### config.mk
export PLATFORM = sky130hd
export DESIGN_NAME = sphcc_back
export DESIGN_NICKNAME = d
export VERILOG_FILES = /design/src/design/sphcc_pkg.sv /design/src/design/sphcc_back.sv
export SDC_FILE = /design/constraint.sdc
export NUM_CORES = 1
export LEC_CHECK = 0
export ABC_AREA = 1
export BUFFER_PORTS_ARGS = -buffer_cell sky130_fd_sc_hd__buf_4
export CORE_MARGIN = 3
export CORE_UTILIZATION = 35
export DETAILED_ROUTE_END_ITERATION = 7
export PLACE_DENSITY_LB_ADDON = 0.2
export SLEW_MARGIN = 30
export SYNTH_ARGS = -nofsm -noshare
export SYNTH_HDL_FRONTEND = slang
export SYNTH_SLANG_ARGS = --single-unit
### constraint.sdc
create_clock -name clk_i -period 4.3 [get_ports clk_i]
set_input_delay 0.86 -clock clk_i [delete_from_list [all_inputs] [get_ports clk_i]]
set_output_delay 0.86 -clock clk_i [all_outputs]
set_load 0.02 [all_outputs]
### src/design/sphcc_pkg.sv
package sphcc_pkg;

  localparam int unsigned HeaderBytes    = 6;
  localparam int unsigned PosWidth       = 3;
  localparam int unsigned CaptureBytes   = 4;
  localparam int unsigned CaptureWidth   = 8 * CaptureBytes;
  localparam int unsigned QueueDepthDflt = 2;

  localparam logic [15:0] CrcInit   = 16'hFFFF;
  localparam logic [15:0] CrcPoly   = 16'h1021;
  localparam logic [2:0]  VersionNoCrc = 3'd3;

  // One finished packet as handed from the front to the back.
  typedef struct packed {
    logic [CaptureWidth-1:0] hdr;
    logic                    crc_zero;
    logic                    too_short;
  } sphcc_rec_t;

  // CRC-16/CCITT over one byte, MSB first.
  function automatic logic [15:0] crc_byte(input logic [15:0] crc, input logic [7:0] b);
    logic [15:0] c;
    c = crc ^ {b, 8'h00};
    for (int k = 0; k < 8; k++) begin
      if (c[15]) begin
        c = {c[14:0], 1'b0} ^ CrcPoly;
      end else begin
        c = {c[14:0], 1'b0};
      end
    end
    return c;
  endfunction

endpackage

### src/design/sphcc_back.sv
module sphcc_back
  import sphcc_pkg::*;
(
  input  logic        clk_i,
  input  logic        rst_ni,
  input  logic        q_valid_i,
  input  sphcc_rec_t  rec_i,
  output logic        pop_o,
  output logic        out_valid_o,
  input  logic        out_ready_i,
  output logic [2:0]  version_number_o,
  output logic        packet_type_o,
  output logic        secondary_header_present_o,
  output logic [10:0] application_id_o,
  output logic [1:0]  sequence_flags_o,
  output logic [13:0] sequence_count_o,
  output logic        crc_checked_o,
  output logic        crc_good_o,
  output logic        too_short_o,
  output logic        packet_bad_o
);

  logic        valid_q, valid_d;
  logic [2:0]  ver_q;
  logic        type_q, sec_q, chk_q, good_q, short_q, bad_q;
  logic [10:0] apid_q;
  logic [1:0]  flags_q;
  logic [13:0] count_q;
  logic [15:0] w1, w2;
  logic        chk;

  assign w1  = rec_i.hdr[31:16];
  assign w2  = rec_i.hdr[15:0];
  assign chk = (w1[15:13] != VersionNoCrc);

  // Take a new record whenever the output register is empty or draining.
  assign pop_o   = q_valid_i && (!valid_q || out_ready_i);
  assign valid_d = pop_o ? 1'b1 : (out_ready_i ? 1'b0 : valid_q);

  always_ff @(posedge clk_i) begin
    if (pop_o) begin
      ver_q   <= w1[15:13];
      type_q  <= w1[12];
      sec_q   <= w1[11];
      apid_q  <= w1[10:0];
      flags_q <= w2[15:14];
      count_q <= w2[13:0];
      chk_q   <= chk;
      good_q  <= rec_i.crc_zero;
      short_q <= rec_i.too_short;
      bad_q   <= rec_i.too_short || w1[12] || (chk && !rec_i.crc_zero);
    end
  end

  always_ff @(posedge clk_i or negedge rst_ni) begin
    if (!rst_ni) begin
      valid_q <= 1'b0;
    end else begin
      valid_q <= valid_d;
    end
  end

  assign out_valid_o                = valid_q;
  assign version_number_o           = ver_q;
  assign packet_type_o              = type_q;
  assign secondary_header_present_o = sec_q;
  assign application_id_o           = apid_q;
  assign sequence_flags_o           = flags_q;
  assign sequence_count_o           = count_q;
  assign crc_checked_o              = chk_q;
  assign crc_good_o                 = good_q;
  assign too_short_o                = short_q;
  assign packet_bad_o               = bad_q;

endmodule

# == Yosys cells after proc, flatten, opt, wreduce, memory -nomap -nowiden ==
# Index checks and enable logic that the tools add are counted.
# word_totals
register_bits,37
word_cells,22
# classes
n_eq_ne,1
muxes,2
n_reduce_logical,8
# op_table
op,count
$logic_or 1x1->1,3
$ne 3x2->1 const B,1
$logic_and 1x1->1,2
$logic_not 1->1,2
$mux 1,2
$reduce_bool 2->1,1

# == Longest topological paths before layout ==
# logic_depth
depth_word,4
ltp_mapped,4

# == Worst setup path before layout ==
# No wires, ideal clock.
# synth_path
path_kind,input to output
from,input port q_valid_i
to,output port pop_o
t_arrival_ns,2.952
required_ns,3.440
path_slack_ns,0.488
stages,2
path_buffers,0
cell_sequence,inv_1 a21oi_1
# synth_between
elab_chain_cells,1
# synth_lines
element,line_no,text
start: declaration,sphcc_back.sv:6,"input logic q_valid_i,"
$logic_and 1x1->1,sphcc_back.sv:37,assign pop_o = q_valid_i && (!valid_q || out_ready_i);
end: declaration,sphcc_back.sv:8,"output logic pop_o,"
# Every way passes these cells.

# == Worst setup path in the final report ==
# layout_path
from,input port out_ready_i
to,output port pop_o
# layout_between
elab_chain_cells,2
# layout_lines
element,line_no,text
start: declaration,sphcc_back.sv:10,"input logic out_ready_i,"
$logic_or 1x1->1,sphcc_back.sv:37,
$logic_and 1x1->1,sphcc_back.sv:37,
# Every way passes these cells.

==> summary.md <==
| Metric | Value |
|---|---|
| Outcome | finished, final reports clean |
| Part of the cycle the worst path needs | 0.503 |
| Sequential area share after synthesis | 0.958 |
| Most frequent cells in the layout | 76 x buf_4, 36 x edfxtp_1, 5 x clkbuf_4 |
| Die W | 63.4 µm |
| Final nets | 169 |
| Average size of a mapped cell | 24.1 µm² |
| Setup TNS | 0 ns |
| Power per standard cell area | 373 mW/mm² |
| Tmin final | 2.16 ns |
| DRT iter0 DRCs | 9 |
| I/O Buffers | 75 |
| Worst-Margin Slew | 0.450 ns |
| Met1 usage | 0.129 |
| Worst Path Required | 3.44 ns |
| Initial antenna violation count | 0 |
| Mapped Cells | 48 |
| Clk_skew | 0.00727 ns |
| Area taken by multi-input logic gates | 45.0 µm² |
| Die area | 0.00402 mm² |
| LEAKAGE | 0.000785 µW |
| Pre-Repair DR Iteration Count | 3 |
| Setup slack after layout | 2.14 ns |
| Effective utilization at floorplan | 0.372 |
| CTS Hold Buffers Added | 0 |
| # fillers | 271 |
| Clk Tree Root Cell | clkbuf_4 |
| Core box area | 0.00310 mm² |
| Crit path max fanout | 2 |
| Reg2Reg Setup Slack | 2.90 ns |
| Die Y | 63.4 µm |
| Sequential cell area | 0.00111 mm² |
| Setup Slack @ Placement | 2.12 ns |
| Routed length per instance | 13.3 µm |
| Setup Buffers After CTS | 0 |
| CP startpoint kind | primary input |
| CP Class | in2out |
| Largest net degree at the start of global routing | 37 |
| Setup violators final | 0 |
| Rel. slew slack | 0.700 |
| Synthesized flop and latch total | 37 |
| Clk pin slew, worst setup/hold paths | 0.11 ns |
| Post-Synthesis Cell Area | 0.00115 mm² |
| Fmax | 0.462 GHz |
| Commonest non-fill, non-tap cell in the layout | buf_4 |
| Worst Path Arrival | 1.30 ns |
| Clk_lat worst skew | 0.33 ns |
| GRT Total Usage | 0.119 |
| Fin. max-slew vios | 0 |
| Detail Placement HPWL | 1760 µm |
| WHS | 0.279 ns |
| Max IR drop VDD | 0.239 mV |
| Final Wtd Congestion | 0.660 |
| Total grt overflow | 0 |
| Yosys warns | 0 |
| First-pass GRT wire length | 3420 µm |
| Ant diodes | 0 |
| Syn-to-layout area delta | 59.9% |
| CTS Buf Count | 5 |
| Final ANT Viol Nets | 0 |
| GRT busiest layer | met2 |
| RSZ-0062 raised after global routing | no |
| Vias | 721 |
| Drt via density | 4.10 |
| Num ports | 76 |
| Syn nets | 86 |
| PostCTS Resize Cnt | 0 |
| Vias in the first global route | 680 |
| Worst hold-check path type | in2async |
| Hold Fails Final Rpt | 0 |
| DRC | 0 |
| Clock Sinks | 37 |
| Grt met3 use | 0.0463 |
| Netlist cell types | 8 |
| M2 GR Usage | 0.188 |
| H-Tree Depth | 2 |
| # rows | 20 |
| WL final | 2350 µm |
| CTS tree | yes |
| CTS max path bufs | 2 |
| Share of layout cells above drive strength 1 | 0.659 |
| Max-Cap Viols | 0 |
| Worst setup EP type | output pin |
-- worst paths after layout --
kind | cells after the start | from | end
setup reg to reg | 2 | out_valid_o | sequence_flags_o[1]
max in group asynchronous | 1 | rst_ni | out_valid_o
hold reg to reg | 2 | out_valid_o | out_valid_o
hold / removal | 1 | rst_ni | out_valid_o
min in group clk_i | 2 | out_valid_o | out_valid_o
setup / recovery | 4 | out_ready_i | pop_o
-- layer usage --
layer | up-vias | share of wire
met1 | 327 | 0.38
li1 | 347 | -
met3 | 7 | 0.080
met5 | - | 0
met4 | 0 | 0.023
met2 | 40 | 0.52
-- worst max-delay path, cell delays in order --
cell,delay [ns]
buf_4,0.08
inv_1,0.06
a21oi_4,0.14
buf_4,0.17
-- area by class of cell --
class,count,area share
well taps,44,0.0298
inverters,4,0.00813
clock inverters,3,0.00949
clock buffers,5,0.0203
repair buffers,76,0.309
multi-input cells,7,0.0244
flip-flops and latches,37,0.599
-- cell usage after synthesis --
cell type / instances / area [µm²]
inv_1: 3 / 11.3
nand3_2: 1 / 10.0
a21oi_1: 1 / 5.00
inv_2: 1 / 3.75
nand2_1: 4 / 15.0
edfxtp_1: 36 / 1080
nor2_1: 1 / 3.75
dfrtp_1: 1 / 25.0
-- cell families after synthesis --
family                 share of synthesized area
AOI/OAI and AO/OA                        0.00433
buffers and inverters                     0.0130
DFF                                        0.958
and+or+nand+nor                           0.0249
-- report_power, final --
group | internal, µW | total [µW] | leakage [µW] | switching [µW]
logic | 45.8 | 93.2 | 0.000403 | 47.4
registers | 419 | 424 | 0.000351 | 5.35
clock network | 61.6 | 172 | 0.0000310 | 110
-- flip-flops by register name, summed over array words and instances (netlist names) --
signal and flops:
sequence_flags_o 2, packet_bad_o 1, packet_type_o 1, out_valid_o 1, version_number_o 3, too_short_o 1
secondary_header_present_o 1, crc_checked_o 1, sequence_count_o 14, crc_good_o 1, application_id_o 11
-- per-stage QoR --
stage,instance area (µm²),util,power [µW],cells
final,1850,0.595,689,176
after CTS,1850,0.595,700,176
after detailed placement,1790,0.577,527,168
after global placement,1790,0.577,525,168
after global routing,1850,0.595,720,176
after floorplan,1150,-,468,48
(Power assumes the default switching activity.)
